--- src/hdl/aas_pkg.sv ---
`default_nettype none
// ----------------------------------------------------------------------------
// Aligned access splitter package
// Shared constants, codes and control structures.
// ----------------------------------------------------------------------------
package aas_pkg;

	localparam int unsigned MAX_BYTES = 16384;
	localparam int unsigned MAX_OUT   = 20;
	localparam int unsigned CHUNK_MIN = 1024;
	localparam int unsigned CHUNK_MAX = 16384;

	localparam int unsigned ADDR_W   = 32;
	localparam int unsigned COUNT_W  = 15;
	localparam int unsigned ELEM_W   = 13;
	localparam int unsigned OFFS_W   = 14;
	localparam int unsigned WCODE_W  = 2;
	localparam int unsigned CFG_W    = 15;
	localparam int unsigned CFG_IDX_W = 1;
	localparam int unsigned BURST_CNT_W = $clog2(MAX_OUT);

	localparam logic [WCODE_W-1:0] WIDTH_BYTE = 2'd0;
	localparam logic [WCODE_W-1:0] WIDTH_HALF = 2'd1;
	localparam logic [WCODE_W-1:0] WIDTH_WORD = 2'd2;

	localparam logic [CFG_IDX_W-1:0] CFG_WRITE_CHUNK = 1'b0;
	localparam logic [CFG_IDX_W-1:0] CFG_READ_CHUNK  = 1'b1;

	localparam logic [CFG_W-1:0] WRITE_CHUNK_RESET = 15'd1024;
	localparam logic [CFG_W-1:0] READ_CHUNK_RESET  = 15'd2048;

	typedef struct packed {
		logic load;     // capture a new transaction
		logic advance;  // emit one burst into the output register
	} ctl_cmd_t;

	typedef struct packed {
		logic req_empty;  // incoming transaction carries no bytes
		logic burst_last; // burst being built closes the transaction
	} dp_status_t;

	// Clear the low two bits and clamp to the legal chunk range.
	function automatic logic [COUNT_W-1:0] chunk_limit(input logic [CFG_W-1:0] r);
		logic [COUNT_W-1:0] c;
		c = r & 15'h7FFC;
		if (c < COUNT_W'(CHUNK_MIN)) begin
			c = COUNT_W'(CHUNK_MIN);
		end else if (c > COUNT_W'(CHUNK_MAX)) begin
			c = COUNT_W'(CHUNK_MAX);
		end
		return c;
	endfunction

endpackage
`default_nettype wire

--- src/hdl/aas_req_if.sv ---
`default_nettype none
// ----------------------------------------------------------------------------
// Access request channel
// Valid/ready channel carrying one memory access request.
// ----------------------------------------------------------------------------
interface aas_req_if;
	logic                          valid;
	logic                          ready;
	logic                          operation;
	logic [aas_pkg::ADDR_W-1:0]    start_addr;
	logic [aas_pkg::COUNT_W-1:0]   byte_count;

	modport source (output valid, operation, start_addr, byte_count, input ready);
	modport sink   (input valid, operation, start_addr, byte_count, output ready);
endinterface
`default_nettype wire

--- src/hdl/aas_burst_if.sv ---
`default_nettype none
// ----------------------------------------------------------------------------
// Burst descriptor channel
// Valid/ready channel carrying one aligned bus burst.
// ----------------------------------------------------------------------------
interface aas_burst_if;
	logic                          valid;
	logic                          ready;
	logic                          is_write;
	logic [aas_pkg::WCODE_W-1:0]   width_code;
	logic [aas_pkg::ADDR_W-1:0]    burst_addr;
	logic [aas_pkg::ELEM_W-1:0]    element_count;
	logic [aas_pkg::OFFS_W-1:0]    buffer_offset;
	logic                          last;

	modport source (output valid, is_write, width_code, burst_addr, element_count,
		buffer_offset, last, input ready);
	modport sink   (input valid, is_write, width_code, burst_addr, element_count,
		buffer_offset, last, output ready);
endinterface
`default_nettype wire

--- src/hdl/aligned_access_splitter_unit.sv ---
`default_nettype none
// ----------------------------------------------------------------------------
// Aligned access splitter
// Splits one memory access request into naturally aligned bus bursts.
// ----------------------------------------------------------------------------
// A request (direction, start address, byte count) is taken on the req channel
// and comes out on the burst channel as a run of aligned bursts: a head byte if
// the address is odd, a head halfword if it sits at 2 mod 4, word bursts no
// longer than the direction's chunk limit, then a tail halfword and tail byte.
// The final burst of a request carries last. A zero byte count is accepted and
// produces nothing. One request is in work at a time: the unit emits one burst
// per cycle into its output register, set by the single burst-building step of
// the datapath, while the burst channel keeps up; the unit waits whenever the
// burst channel holds off. The next request is taken as soon as the last
// burst has been built, even while that burst still waits to be taken. Counts
// above 16384 saturate; the chunk registers are written through
// cfg_we/cfg_index/cfg_data (index 0 write chunk, index 1 read chunk); the user
// must write them only while the unit is idle; the unit does not enforce this.
// ----------------------------------------------------------------------------
module aligned_access_splitter_unit (
	input  wire logic                           clk,
	input  wire logic                           arst_n,
	input  wire logic                           cfg_we,
	input  wire logic [aas_pkg::CFG_IDX_W-1:0]  cfg_index,
	input  wire logic [aas_pkg::CFG_W-1:0]      cfg_data,
	aas_req_if.sink                             req,
	aas_burst_if.source                         burst
);

	aas_pkg::ctl_cmd_t   cmd;
	aas_pkg::dp_status_t status;

	// Controller: accept a transaction, then advance one burst per free slot.
	aas_ctrl u_ctrl (
		.clk       (clk),
		.arst_n    (arst_n),
		.req_valid (req.valid),
		.req_ready (req.ready),
		.out_valid (burst.valid),
		.out_ready (burst.ready),
		.cmd       (cmd),
		.status    (status)
	);

	// Datapath: hold chunk limits, walk the address and build each burst.
	aas_datapath u_dp (
		.clk               (clk),
		.arst_n            (arst_n),
		.cfg_we            (cfg_we),
		.cfg_index         (cfg_index),
		.cfg_data          (cfg_data),
		.in_operation      (req.operation),
		.in_start_addr     (req.start_addr),
		.in_byte_count     (req.byte_count),
		.cmd               (cmd),
		.status            (status),
		.out_is_write      (burst.is_write),
		.out_width_code    (burst.width_code),
		.out_burst_addr    (burst.burst_addr),
		.out_element_count (burst.element_count),
		.out_buffer_offset (burst.buffer_offset),
		.out_last          (burst.last)
	);

`ifndef SYNTHESIS
	// Halfword bursts start on an even address.
	a_half_aligned: assert property (@(posedge clk) disable iff (!arst_n)
		burst.valid && burst.width_code == aas_pkg::WIDTH_HALF
		|-> burst.burst_addr[0] == 1'b0)
		else $error("misaligned halfword burst");

	// A waiting non-final burst means the transaction is still in work.
	a_mid_blocks_input: assert property (@(posedge clk) disable iff (!arst_n)
		burst.valid && !burst.last |-> !req.ready)
		else $error("input open in the middle of a transaction");

	// Byte and halfword bursts move exactly one element.
	a_narrow_single: assert property (@(posedge clk) disable iff (!arst_n)
		burst.valid && burst.width_code != aas_pkg::WIDTH_WORD
		|-> burst.element_count == aas_pkg::ELEM_W'(1))
		else $error("narrow burst with more than one element");

	// Word bursts start on a word boundary.
	a_word_aligned: assert property (@(posedge clk) disable iff (!arst_n)
		burst.valid && burst.width_code == aas_pkg::WIDTH_WORD
		|-> burst.burst_addr[1:0] == 2'b00)
		else $error("misaligned word burst");
`endif

endmodule
`default_nettype wire

--- src/hdl/aas_ctrl.sv ---
`default_nettype none
// ----------------------------------------------------------------------------
// Aligned access splitter controller
// Sequences one transaction at a time and owns the output valid flag.
// ----------------------------------------------------------------------------
module aas_ctrl (
	input  wire logic              clk,
	input  wire logic              arst_n,
	input  wire logic              req_valid,
	output logic                   req_ready,
	output logic                   out_valid,
	input  wire logic              out_ready,
	output aas_pkg::ctl_cmd_t      cmd,
	input  wire aas_pkg::dp_status_t status
);

	typedef enum logic {
		ST_IDLE,
		ST_RUN
	} state_t;

	state_t state_q;
	logic   out_valid_q;
	logic   slot_free;

	assign slot_free   = !out_valid_q || out_ready;
	assign req_ready   = (state_q == ST_IDLE);
	assign out_valid   = out_valid_q;
	assign cmd.load    = req_valid && req_ready;
	assign cmd.advance = (state_q == ST_RUN) && slot_free;

	always_ff @(posedge clk or negedge arst_n) begin
		if (!arst_n) begin
			state_q     <= ST_IDLE;
			out_valid_q <= 1'b0;
		end else begin
			// output register: fill on advance, drop when taken
			if (cmd.advance) begin
				out_valid_q <= 1'b1;
			end else if (out_ready) begin
				out_valid_q <= 1'b0;
			end
			unique case (state_q)
				ST_IDLE: begin
					if (cmd.load && !status.req_empty) begin
						state_q <= ST_RUN;
					end
				end
				ST_RUN: begin
					if (cmd.advance && status.burst_last) begin
						state_q <= ST_IDLE;
					end
				end
				default: state_q <= ST_IDLE;
			endcase
		end
	end

endmodule
`default_nettype wire

--- src/hdl/aas_datapath.sv ---
`default_nettype none
// ----------------------------------------------------------------------------
// Aligned access splitter datapath
// Chunk registers, walking address/remainder state and the burst register.
// ----------------------------------------------------------------------------
module aas_datapath (
	input  wire logic                           clk,
	input  wire logic                           arst_n,
	input  wire logic                           cfg_we,
	input  wire logic [aas_pkg::CFG_IDX_W-1:0]  cfg_index,
	input  wire logic [aas_pkg::CFG_W-1:0]      cfg_data,
	input  wire logic                           in_operation,
	input  wire logic [aas_pkg::ADDR_W-1:0]     in_start_addr,
	input  wire logic [aas_pkg::COUNT_W-1:0]    in_byte_count,
	input  wire aas_pkg::ctl_cmd_t              cmd,
	output aas_pkg::dp_status_t                 status,
	output logic                                out_is_write,
	output logic [aas_pkg::WCODE_W-1:0]         out_width_code,
	output logic [aas_pkg::ADDR_W-1:0]          out_burst_addr,
	output logic [aas_pkg::ELEM_W-1:0]          out_element_count,
	output logic [aas_pkg::OFFS_W-1:0]          out_buffer_offset,
	output logic                                out_last
);

	localparam int unsigned CW = aas_pkg::COUNT_W;

	logic [aas_pkg::CFG_W-1:0]       wr_chunk_q;
	logic [aas_pkg::CFG_W-1:0]       rd_chunk_q;

	logic                            wr_q;
	logic [aas_pkg::ADDR_W-1:0]      addr_q;
	logic [CW-1:0]                   rem_q;
	logic [aas_pkg::OFFS_W-1:0]      offs_q;
	logic [CW-1:0]                   chunk_q;
	logic [aas_pkg::BURST_CNT_W-1:0] cnt_q;

	logic [CW-1:0]                   sat_count;
	logic [CW-1:0]                   body;
	logic [CW-1:0]                   piece;
	logic [CW-1:0]                   step;
	logic [aas_pkg::WCODE_W-1:0]     wcode;
	logic [aas_pkg::ELEM_W-1:0]      elems;

	assign sat_count = (in_byte_count > CW'(aas_pkg::MAX_BYTES)) ?
		CW'(aas_pkg::MAX_BYTES) : in_byte_count;

	assign body  = rem_q & ~CW'(3);
	assign piece = (body > chunk_q) ? chunk_q : body;

	// Pick the next aligned burst from the current address and remainder.
	always_comb begin
		wcode = aas_pkg::WIDTH_BYTE;
		step  = CW'(1);
		elems = aas_pkg::ELEM_W'(1);
		priority if (addr_q[0]) begin
			wcode = aas_pkg::WIDTH_BYTE;
		end else if (addr_q[1] && rem_q >= CW'(2)) begin
			wcode = aas_pkg::WIDTH_HALF;
			step  = CW'(2);
		end else if (rem_q >= CW'(4)) begin
			wcode = aas_pkg::WIDTH_WORD;
			step  = piece;
			elems = piece[CW-1:2];
		end else if (rem_q >= CW'(2)) begin
			wcode = aas_pkg::WIDTH_HALF;
			step  = CW'(2);
		end else begin
			wcode = aas_pkg::WIDTH_BYTE;
		end
	end

	assign status.req_empty  = (in_byte_count == '0);
	assign status.burst_last = (rem_q == step) ||
		(cnt_q == aas_pkg::BURST_CNT_W'(aas_pkg::MAX_OUT - 1));

	always_ff @(posedge clk or negedge arst_n) begin
		if (!arst_n) begin
			wr_chunk_q <= aas_pkg::WRITE_CHUNK_RESET;
			rd_chunk_q <= aas_pkg::READ_CHUNK_RESET;
		end else if (cfg_we) begin
			unique case (cfg_index)
				aas_pkg::CFG_WRITE_CHUNK: wr_chunk_q <= cfg_data;
				aas_pkg::CFG_READ_CHUNK:  rd_chunk_q <= cfg_data;
				default: ;
			endcase
		end
	end

	always_ff @(posedge clk) begin
		if (cmd.load) begin
			wr_q    <= in_operation;
			addr_q  <= in_start_addr;
			rem_q   <= sat_count;
			offs_q  <= '0;
			cnt_q   <= '0;
			chunk_q <= aas_pkg::chunk_limit(in_operation ? wr_chunk_q : rd_chunk_q);
		end else if (cmd.advance) begin
			addr_q <= addr_q + aas_pkg::ADDR_W'(step);
			rem_q  <= rem_q - step;
			offs_q <= offs_q + step[aas_pkg::OFFS_W-1:0];
			cnt_q  <= cnt_q + aas_pkg::BURST_CNT_W'(1);
		end
		if (cmd.advance) begin
			out_is_write      <= wr_q;
			out_width_code    <= wcode;
			out_burst_addr    <= addr_q;
			out_element_count <= elems;
			out_buffer_offset <= offs_q;
			out_last          <= status.burst_last;
		end
	end

endmodule
`default_nettype wire
--- src/flat_wrapper.sv ---
// flat-port wrapper written by rule: the top's interface ports become plain ports
module aligned_access_splitter_unit_flat 
  (clk, arst_n, cfg_we, cfg_index, cfg_data, req_valid, req_operation, req_start_addr, req_byte_count, req_ready, burst_valid, burst_is_write, burst_width_code, burst_burst_addr, burst_element_count, burst_buffer_offset, burst_last, burst_ready);
  aas_req_if req_i ();
  aas_burst_if burst_i ();
  input  wire logic clk;
  input  wire logic arst_n;
  input  wire logic cfg_we;
  input  wire logic [aas_pkg::CFG_IDX_W-1:0] cfg_index;
  input  wire logic [aas_pkg::CFG_W-1:0] cfg_data;
  input wire logic [$bits(req_i.valid)-1:0] req_valid;
  input wire logic [$bits(req_i.operation)-1:0] req_operation;
  input wire logic [$bits(req_i.start_addr)-1:0] req_start_addr;
  input wire logic [$bits(req_i.byte_count)-1:0] req_byte_count;
  output wire logic [$bits(req_i.ready)-1:0] req_ready;
  output wire logic [$bits(burst_i.valid)-1:0] burst_valid;
  output wire logic [$bits(burst_i.is_write)-1:0] burst_is_write;
  output wire logic [$bits(burst_i.width_code)-1:0] burst_width_code;
  output wire logic [$bits(burst_i.burst_addr)-1:0] burst_burst_addr;
  output wire logic [$bits(burst_i.element_count)-1:0] burst_element_count;
  output wire logic [$bits(burst_i.buffer_offset)-1:0] burst_buffer_offset;
  output wire logic [$bits(burst_i.last)-1:0] burst_last;
  input wire logic [$bits(burst_i.ready)-1:0] burst_ready;
  assign req_i.valid = req_valid;
  assign req_i.operation = req_operation;
  assign req_i.start_addr = req_start_addr;
  assign req_i.byte_count = req_byte_count;
  assign req_ready = req_i.ready;
  assign burst_valid = burst_i.valid;
  assign burst_is_write = burst_i.is_write;
  assign burst_width_code = burst_i.width_code;
  assign burst_burst_addr = burst_i.burst_addr;
  assign burst_element_count = burst_i.element_count;
  assign burst_buffer_offset = burst_i.buffer_offset;
  assign burst_last = burst_i.last;
  assign burst_i.ready = burst_ready;
  aligned_access_splitter_unit u_core (.clk(clk), .arst_n(arst_n), .cfg_we(cfg_we), .cfg_index(cfg_index), .cfg_data(cfg_data), .req(req_i), .burst(burst_i));
endmodule
--- config.mk ---
export PLATFORM = sky130hd
export DESIGN_NAME = aligned_access_splitter_unit_flat
export DESIGN_NICKNAME = d
export VERILOG_FILES = /design/src/hdl/aas_pkg.sv /design/src/hdl/aas_req_if.sv /design/src/hdl/aas_burst_if.sv /design/src/hdl/aligned_access_splitter_unit.sv /design/src/hdl/aas_ctrl.sv /design/src/hdl/aas_datapath.sv /design/src/flat_wrapper.sv
export SDC_FILE = /design/constraint.sdc
export NUM_CORES = 1
export LEC_CHECK = 0
export BUFFER_PORTS_ARGS = -buffer_cell sky130_fd_sc_hd__buf_4
export CORE_MARGIN = 5
export CORE_UTILIZATION = 45
export CTS_CLUSTER_DIAMETER = 100
export DETAILED_ROUTE_END_ITERATION = 8
export HOLD_SLACK_MARGIN = 0.02
export PLACE_DENSITY_LB_ADDON = 0.2
export SLEW_MARGIN = 20
export SYNTH_ARGS = -nofsm -noshare
export SYNTH_HDL_FRONTEND = slang
export SYNTH_SLANG_ARGS = --single-unit
--- constraint.sdc ---
create_clock -name clk -period 4.85 [get_ports clk]
set_clock_uncertainty 0.1 [all_clocks]
set_input_delay 0.485 -clock clk [delete_from_list [all_inputs] [get_ports clk]]
set_output_delay 0.485 -clock clk [all_outputs]
set_load 0.02 [all_outputs]
Yosys cells after proc, flatten, opt, wreduce, memory -nomap -nowiden --
Cells that the tools add are included.
Storage, ports and cells: bits in registers 177, logic and storage cells 70, bits of input ports 69, output and inout bits 65
Cells by class: multiplexer cells 20, reductions and logical operators 17, order comparisons 6, bitwise gates (word level) 3, equality and inequality tests 2, add/sub/neg operators 4
Operator list (number):
- $mux 15 | 9
- $mux 32 | 2
- $add 32x15->32 | 1
- $gt 15x15->1 const B | 2
- $eq 15x15->1 | 1
- $ge 15x2->1 const B | 1
- $ge 15x3->1 const B | 1
- $gt 15x15->1 | 1
- $logic_not 15->1 | 1
- $lt 15x11->1 const B | 1
- $sub 15x15->15 | 1
- $add 14x14->14 | 1
- $mux 1 | 6
- $add 5x1->5 const B | 1
- $eq 5x5->1 const B | 1
- $logic_and 1x1->1 | 5
- $mux 2 | 2
- $reduce_and 2->1 | 2
- $reduce_bool 2->1 | 2
- $reduce_or 2->1 | 2
- $not 1->1 | 3
- $reduce_or 3->1 | 1
- $logic_not 1->1 | 2
- $logic_or 1x1->1 | 2
- $pmux 1 s2 | 1

Logic depth before layout (Yosys ltp) --
Gate-level depths: netlist (run 1).
depth after elaboration 10, depth in mapped cells 18

Cells and area by module --
A second synthesis (run 1) with hierarchy kept.
Unflattened totals: cell total of the unflattened synthesis 868, area, all modules 9386.5 um2
By module, submodules not included:
- aas_datapath | cells an instance 858, instances 1, area each 9273.9 um2, seq. area each 4757.1 um2
- aas_ctrl | cells an instance 10, instances 1, area each 112.6 um2, seq. area each 50.0 um2

Worst setup path before layout (run 1) --
OpenSTA, ideal clock, no wires.
path type reg-to-reg, start point register u_core.u_dp.rem_q[14], end point register u_core.u_dp.addr_q[19] in the netlist's numbering, data pin, data required time 4.491 ns, data arrival time 3.692 ns, buffers on the path 1, clock period less this slack 4.051 ns, stages on the path, launching flop included 17, library setup time 0.259 ns, slack 0.799 ns, cell sequence edfxtp_1 -> ha_1 -> nand4_1 -> nor2_1 -> o221ai_2 -> a31oi_2 -> buf_4 -> mux2i_1 -> nor2_1 -> ha_1 -> o21a_1 -> o21a_4 -> and3_4 -> a221oi_4 -> o22ai_4 -> mux2i_1 -> a211o_1
Between the ends: cells in the longest elaborated chain, start to end 8, elaborated cells on any way between the ends 12, classes of those cells add/sub (1); order compare (3); mux (7); reduce/logical (1)
RTL lines:
- from (decl) | line aas_datapath.sv:32 | logic [CW-1:0] rem_q;
- from (signal assigned) | line aas_datapath.sv:93 | rem_q <= sat_count;
- from (signal assigned) | line aas_datapath.sv:99 | rem_q <= rem_q - step;
- $ge 15x2->1 or $gt 15x15->1 (tied branches) | line aas_datapath.sv:57, aas_datapath.sv:64, aas_datapath.sv:48
- $mux 2 or $mux 15 (tied branches) | line aas_datapath.sv:64, aas_datapath.sv:48
- $mux 15 | line aas_datapath.sv:60 | end else if (rem_q >= CW'(4)) begin
- $mux 15 * | line aas_datapath.sv:57 | end else if (addr_q[1] && rem_q >= CW'(2)) begin
- $mux 15 * | line aas_datapath.sv:55 | priority if (addr_q[0]) begin
- $add 32x15->32 * | line aas_datapath.sv:98 | addr_q <= addr_q + aas_pkg::ADDR_W'(step);
- $mux 32 * | line aas_datapath.sv:97 | end else if (cmd.advance) begin
- $mux 32 * | line aas_datapath.sv:90 | if (cmd.load) begin
- to (signal assigned) | line aas_datapath.sv:92 | addr_q <= in_start_addr;
- to (signal assigned) | line aas_datapath.sv:98
- to (decl) | line aas_datapath.sv:31 | logic [aas_pkg::ADDR_W-1:0] addr_q;
Mark *: on every way between the ends. The rest lies on a longest branch, timed or not. The select of a mux whose other input is x is not followed. A chain may end at the register's enable or synchronous reset.

Worst setup path in the final report (run 1) --
start point register u_core.u_dp.rem_q[14], end point register u_core.u_dp.addr_q[14] in the netlist's numbering, data pin
The elaborated chain is that of the path after synthesis.

==> results.toml, run 1 <==
[floorplan]
rows = 53
start_util_pct = 45.3
dieArea_mm2 = 0.0240
io_pins = 134
die_w_um = 155
fp.coreArea_mm2 = 0.0208
die_h_um = 155

[clock_network]
cts_tree = "yes"
cts_buffers = 17
clock_path_buffers = 2
cts_root_buf = "clkbuf_16"
worstSkewPairLatency_ns = 0.43
cts_max_level = 4
path_clk_slew_ns = 0.07
clock_sinks = 171
postCtsSetupBuffers = 0

[route]
firstDrtPassIters = 5
drc = 0
vias_per_cell = 5.44
wirelength_um = 22500
ant_nets = 0
vias = 7097
drt_iter0_drc = 439
wl_per_cell_um = 17.3

[finish]
layoutNonFillerInstCount = 1304
post-route-cell-area_mm2 = 0.0115
drive_gt1_share_pct = 24.9
post-route-util_pct = 55.2
diodes = 0
seqCellArea_mm2 = 0.00481
fill_cells = 1875
multi_input_area_mm2 = 0.00431
nets = 1142
area_delta_synth_final_pct = 21.8

[grt]
grt_pass1_vias = 6751
grt.total_usage_pct = 19.0
grt-ovfl-total = 0
grt_max_degree = 58
antenna_found_initial = 0
grt_pass1_wl_um = 35800

[sta]
tightest_slew_ns = 0.967
whs_ns = 0.191
rsz0062_at_grt = "no"
max_slew_margin_pct = 35.5
finalSetupTns_ns = 0
drv_slew = 0
period_share_pct = 92.4
period_needed_ns = 4.48
timing.final.hold_violations = 0
finalSetupViolCount = 0
fin_ws_ns = 0.370
timing.fmax_mhz = 223

[logic_synthesis]
synth_edf_count = 124
async_reset_ff_share_pct = 16.4
synth_cells = 863
synth_cell_types = 79
syn_area_per_cell_um2 = 10.9
synth_flop_cell = "edfxtp_1"
syn-cell-area_mm2 = 0.00943
yosysSeqAreaShare_pct = 51.0
syn_nets = 989
yosysWarningCount = 0
synth-seq-cells = 171

[placed_design]
gp_congestion = 0.885
dp_slack_ns = 0.374
portBuffers = 131
dp.cells = 1271
dp_hpwl_um = 16800
placedInstanceArea_mm2 = 0.0108

[job]
drv_cap = 0

[setup_path]
critPathKind = "reg -> reg"
crit_arrival_ns = 4.55
cp-start-kind = "register"
crit_fanout = 6
crit_required_ns = 4.92
end_kind = "register"

[power_and_ir_drop]
total_power_mw = 7.25
irDropWorstVdd_v = 0.000332
p_per_area_mw_per_mm2 = 631
p_leak_nw = 4.73

[outcome]
status = "finished, final reports clean"

[min_path]
hold_path_class = "in -> reg"
## cell usage after synthesis, types with 8 or more instances
| cell type | count | area (µm²) |
|---|---|---|
| a211oi_1 | 9 | 67.6 |
| a21o_1 | 13 | 97.6 |
| a21oi_1 | 49 | 245 |
| a31oi_1 | 8 | 50.1 |
| clkbuf_1 | 15 | 56.3 |
| dfrtp_1 | 26 | 651 |
| dfxtp_1 | 19 | 380 |
| edfxtp_1 | 124 | 3720 |
| ha_1 | 55 | 688 |
| inv_1 | 47 | 176 |
| mux2_2 | 27 | 304 |
| mux2i_1 | 36 | 360 |
| nand2_1 | 66 | 248 |
| nand2b_1 | 11 | 68.8 |
| nand3_1 | 22 | 110 |
| nand4_1 | 11 | 68.8 |
| nor2_1 | 80 | 300 |
| nor2b_1 | 10 | 62.6 |
| nor3_1 | 25 | 125 |
| nor4_1 | 10 | 62.6 |
| o21ai_0 | 46 | 230 |
| xnor2_1 | 23 | 201 |
| xor2_1 | 12 | 105 |
## cell families (layout without fill, tap and decap cells)
logic type                 Yosys count  in the layout  share of synthesized area, %
AOI/OAI and AO/OA                  188            188                          13.3
xor gates and xnor gates            35             35                          3.25
adders and majority gates           57             57                          7.72
buffers and inverters               74            240                          3.37
DFF                                171            171                          51.0
muxes                               63             63                          7.04
and+or+nand+nor                    275            275                          14.4
## flip-flops by register name (all words and copies together), names as in the netlist
signal / flops
u_core.u_dp.rd_chunk_q: 13
u_core.u_dp.offs_q: 14
u_core.u_dp.chunk_q: 13
u_core.u_dp.cnt_q: 5
u_core.u_dp.out_buffer_offset: 14
u_core.u_dp.wr_chunk_q: 13
u_core.u_dp.wr_q: 1
u_core.u_dp.addr_q: 32
u_core.u_dp.out_width_code: 2
u_core.u_dp.out_last: 1
u_core.u_dp.rem_q: 15
u_core.u_ctrl.state_q: 1
u_core.u_dp.out_burst_addr: 32
u_core.u_dp.out_is_write: 1
u_core.u_ctrl.out_valid: 1
u_core.u_dp.out_element_count: 13
## critical path, cell delays in order, from the launching register on
cell	delay (ns)
edfxtp_1	0.48
ha_1	0.36
nand4_1	0.17
nor2_1	0.17
o221ai_2	0.13
a31oi_2	0.23
buf_4	0.21
mux2i_1	0.27
nor2_1	0.16
ha_1	0.41
a21o_2	0.29
nand3_1	0.10
or2b_1	0.23
a31oi_1	0.20
o21ai_0	0.14
a2111oi_0	0.47
nor3_1	0.10
## worst paths after layout
path / slack [ns] / from / cells past startpoint / end
max in group asynchronous: 3.94 / arst_n / 2 / u_core.u_dp.rd_chunk_q[11]$_DFFE_PN1P_
min in group asynchronous: 0.40 / arst_n / 2 / u_core.u_dp.wr_chunk_q[12]$_DFFE_PN0P_
worst min-delay path: 0.19 / cfg_data[12] / 2 / u_core.u_dp.wr_chunk_q[12]$_DFFE_PN0P_
worst min register to register: 0.32 / u_core.u_dp.wr_q$_DFFE_PP_ / 0 / u_core.u_dp.out_is_write$_DFFE_PP_
worst max-delay path: 0.37 / u_core.u_dp.rem_q[14]$_DFFE_PP_ / 16 / u_core.u_dp.addr_q[14]$_DFFE_PP_
worst max register to register: 0.37 / u_core.u_dp.rem_q[14]$_DFFE_PP_ / 16 / u_core.u_dp.addr_q[14]$_DFFE_PP_
## repair_timing
| action | CTS | global route |
|---|---|---|
| hold buffers | 1 | 0 |
| endpoints found under the hold margin | 26 | 0 |
| gates resized for setup | 0 | 1 |
| setup endpoints to repair | 0 | 1 |
## power by group
part / total, mW / internal, mW / leakage [nW] / switching (mW)
Combinational: 3.32 / 1.48 / 2.76 / 1.84
Clock: 1.46 / 0.845 / 0.318 / 0.612
Sequential: 2.48 / 2.18 / 1.65 / 0.302
Total: 7.25 / 4.50 / 4.73 / 2.75
## layout by cell type, fill, tap and decap left out, types with 22 or more instances in the layout
master,n
inv_1,45
mux2_2,27
nor2_1,80
nand3_1,22
o21ai_0,46
mux2i_1,36
a21oi_1,49
nor3_1,25
dfrtp_1,26
edfxtp_1,124
ha_1,55
buf_4,160
nand2_1,64
xnor2_1,23
## layer usage
layer | vias up | track usage, % | wire length, µm
li1 | 3501 | - | -
met1 | 3390 | 26.3 | 10300
met3 | 32 | 3.44 | 1120
met5 | - | 0 | 0
met4 | 0 | 6.81 | 585
met2 | 174 | 30.1 | 10500
## layout make-up
cell class	count	share of cell area (%)
clock inverters	10	0.991
clock buffers	22	4.59
multi-input cells	618	37.5
flip-flops and latches	171	41.8
well taps	275	2.99
repair buffers	161	10.5
inverters	47	1.53
(Power assumes the default switching activity.)
==> inputs of run 2 (changes only) <==
--- a/config.mk
+++ b/config.mk
@@ -5,11 +5,12 @@
 export SDC_FILE = /design/constraint.sdc
 export NUM_CORES = 1
 export LEC_CHECK = 0
-export BUFFER_PORTS_ARGS = -buffer_cell sky130_fd_sc_hd__buf_4
+export CORE_ASPECT_RATIO = 1.2
 export CORE_MARGIN = 5
 export CORE_UTILIZATION = 45
 export CTS_CLUSTER_DIAMETER = 100
 export DETAILED_ROUTE_END_ITERATION = 8
+export DONT_BUFFER_PORTS = 1
 export HOLD_SLACK_MARGIN = 0.02
 export PLACE_DENSITY_LB_ADDON = 0.2
 export SLEW_MARGIN = 20
==> run 2 against run 1 <==
Compared with the run above:
- wire length fell by 0.72%
- die area barely moved
- non-clock buffer count fell by 132
- via count fell by 7.7%
- clock power fell by 5%
- global-route usage fell by 0.32 points
- first-iteration DRC count fell by 19%
- setup slack improved by 0.13 ns
- critical endpoint unchanged
- largest power group unchanged
==> results.toml, run 2 (same netlist as run 1, synthesis figures left out) <==
[route]
firstDrtPassIters = 5
drt_iter0_drc = 356
ant_nets = 0
drc = 0
wirelength_um = 22400
wl_per_cell_um = 19.2
vias = 6553
vias_per_cell = 5.62

[finish]
layout_commonest_cell = "edfxtp_1"
post-route-cell-area_mm2 = 0.0105
post-route-util_pct = 50.3
nets = 1010
diodes = 0
final_cell_mix = "124 x edfxtp_1, 80 x nor2_1, 64 x nand2_1, 55 x ha_1, 49 x a21oi_1"
area_delta_synth_final_pct = 11.0
drive_gt1_share_pct = 13.9
top_regs = "u_core.u_dp.addr_q: 32 flops, u_core.u_dp.out_burst_addr: 32 flops, u_core.u_dp.rem_q: 15 flops"
fill_cells = 1863

[grt]
grt.total_usage_pct = 18.7
grt_pass1_vias = 6319
grt_pass1_wl_um = 34800
grt_max_degree = 48
grt-ovfl-total = 0
antenna_found_initial = 0

[setup_path]
r2r_setup_slack_ns = 0.50
crit_arrival_ns = 4.42
cp-start-kind = "register"
r2r.worst_path.cells = 17
crit_path_top_delay_cell = "edfxtp_1"
r2r_end = "u_core.u_dp.addr_q[14]$_DFFE_PP_"
end_kind = "register"
rr_startpoint = "u_core.u_dp.rem_q[14]$_DFFE_PP_"
critPathKind = "reg -> reg"
crit_fanout = 7
cp-startpoint = "u_core.u_dp.rem_q[14]$_DFFE_PP_"
max_stage_delay_ns = 0.47
cp_top_family = "compound AO/OA/AOI/OAI gates"
crit_required_ns = 4.93
worst-path-buf-inv = 2
path_cells = "ha_1 -> nand4_1 -> nor2_1 -> o221ai_2 -> a31oi_2 -> buf_4 -> mux2i_1 -> nor2_1 -> buf_4 -> ha_1 -> a21o_2 -> nand3_1 -> or2b_1 -> a31oi_1 -> o21ai_0 -> a2111oi_0 -> nor3_1"

[placed_design]
gp_congestion = 0.878
portBuffers = 0
dp_hpwl_um = 17000
placedInstanceArea_mm2 = 0.00984

[sta]
tightest_slew_ns = 0.856
period_share_pct = 89.6
period_needed_ns = 4.35
max_slew_margin_pct = 41.3
finalSetupTns_ns = 0
rsz0062_at_grt = "no"
drv_slew = 0
timing.fmax_mhz = 230
timing.final.hold_violations = 0
finalSetupViolCount = 0

[clock_network]
cts_max_level = 4
clock_sinks = 171
worstSkewPairLatency_ns = 0.43
cts_buffers = 17
postCtsSetupBuffers = 0
cts-hold-fix-buffers = 2
cts_tree = "yes"
cts-resized-gates = 0
path_clk_slew_ns = 0.07
cts_root_buf = "clkbuf_16"
clock_path_buffers = 2

[outcome]
status = "finished, final reports clean"

[floorplan]
start_util_pct = 45.3
fp.coreArea_mm2 = 0.0208
io_pins = 134
rows = 58
dieArea_mm2 = 0.0240
die_w_um = 142
die_h_um = 169

[min_path]
whs_path_depth = 0
hold_end = "u_core.u_dp.wr_q$_DFFE_PP_"
min_from = "req_operation"
hold_path_class = "in -> reg"

[power_and_ir_drop]
p_per_area_mw_per_mm2 = 671
irDropWorstVdd_v = 0.000313
total_power_mw = 7.02
p_leak_nw = 4.09

[job]
drv_cap = 0
==> run 2: cell count changes in the layout (fill, tap and decap cells not counted), sizes merged <==
cell / before / now
inv: 53 / 56
clkinv: 3 / 4
buf: 160 / 28
clkbuf: 22 / 18
==> run 2: metal layers <==
metal | global-route usage, % | vias to the layer above | routed length [µm]
li1 | - | 3234 | -
met1 | 23.1 | 3128 | 9450
met2 | 30.7 | 156 | 10800
met3 | 5.37 | 35 | 1520
met4 | 7.47 | 0 | 635
met5 | 0 | - | 0
==> run 2: how the worst max path moves through the flow <==
stage,end,slack (ns),cells after the start
2_1_floorplan,u_core.u_dp.addr_q[19]$_DFFE_PP_,0.80,16
3_3_place_gp,u_core.u_dp.addr_q[14]$_DFFE_PP_,0.50,17
3_5_place_dp,u_core.u_dp.addr_q[14]$_DFFE_PP_,0.51,17
4_1_cts,u_core.u_dp.addr_q[14]$_DFFE_PP_,0.50,17
5_1_grt,u_core.u_dp.addr_q[14]$_DFFE_PP_,0.13,17
6_report,u_core.u_dp.addr_q[14]$_DFFE_PP_,0.50,17
==> run 2: power by group <==
group / internal, mW / switching, mW
logic: 1.31 / 1.65
clock network: 0.760 / 0.632
registers: 2.19 / 0.486
==> run 2: worst register-to-register path, delay by kind of cell, from the launching register on <==
family / cells / cell delay, ns
simple gates: 6 / 0.83
fa+ha+maj: 2 / 0.70
flops: 1 / 0.47
buf+inv: 2 / 0.39
mux: 1 / 0.28
compound gates: 6 / 1.33
==> run 2: area by class of cell <==
| class | count | area (µm²) | area share (%) |
|---|---|---|---|
| sequential | 171 | 4810 | 45.9 |
| clock inverter | 14 | 145 | 1.39 |
| inverter | 47 | 178 | 1.70 |
| tap | 270 | 338 | 3.23 |
| timing repair buffer | 29 | 233 | 2.22 |
| multi-input combinational | 618 | 4320 | 41.2 |
| clock buffer | 18 | 450 | 4.30 |
==> run 2: stage by stage <==
stage          setup slack (ns)  cells  hold slack, ns
2_1_floorplan             0.799    863          0.0894
3_3_place_gp              0.504   1133          0.0903
3_5_place_dp              0.506   1133          0.0902
4_1_cts                   0.497   1167          0.0267
5_1_grt                   0.129   1167          0.0253
6_report                  0.503   1167          0.0455
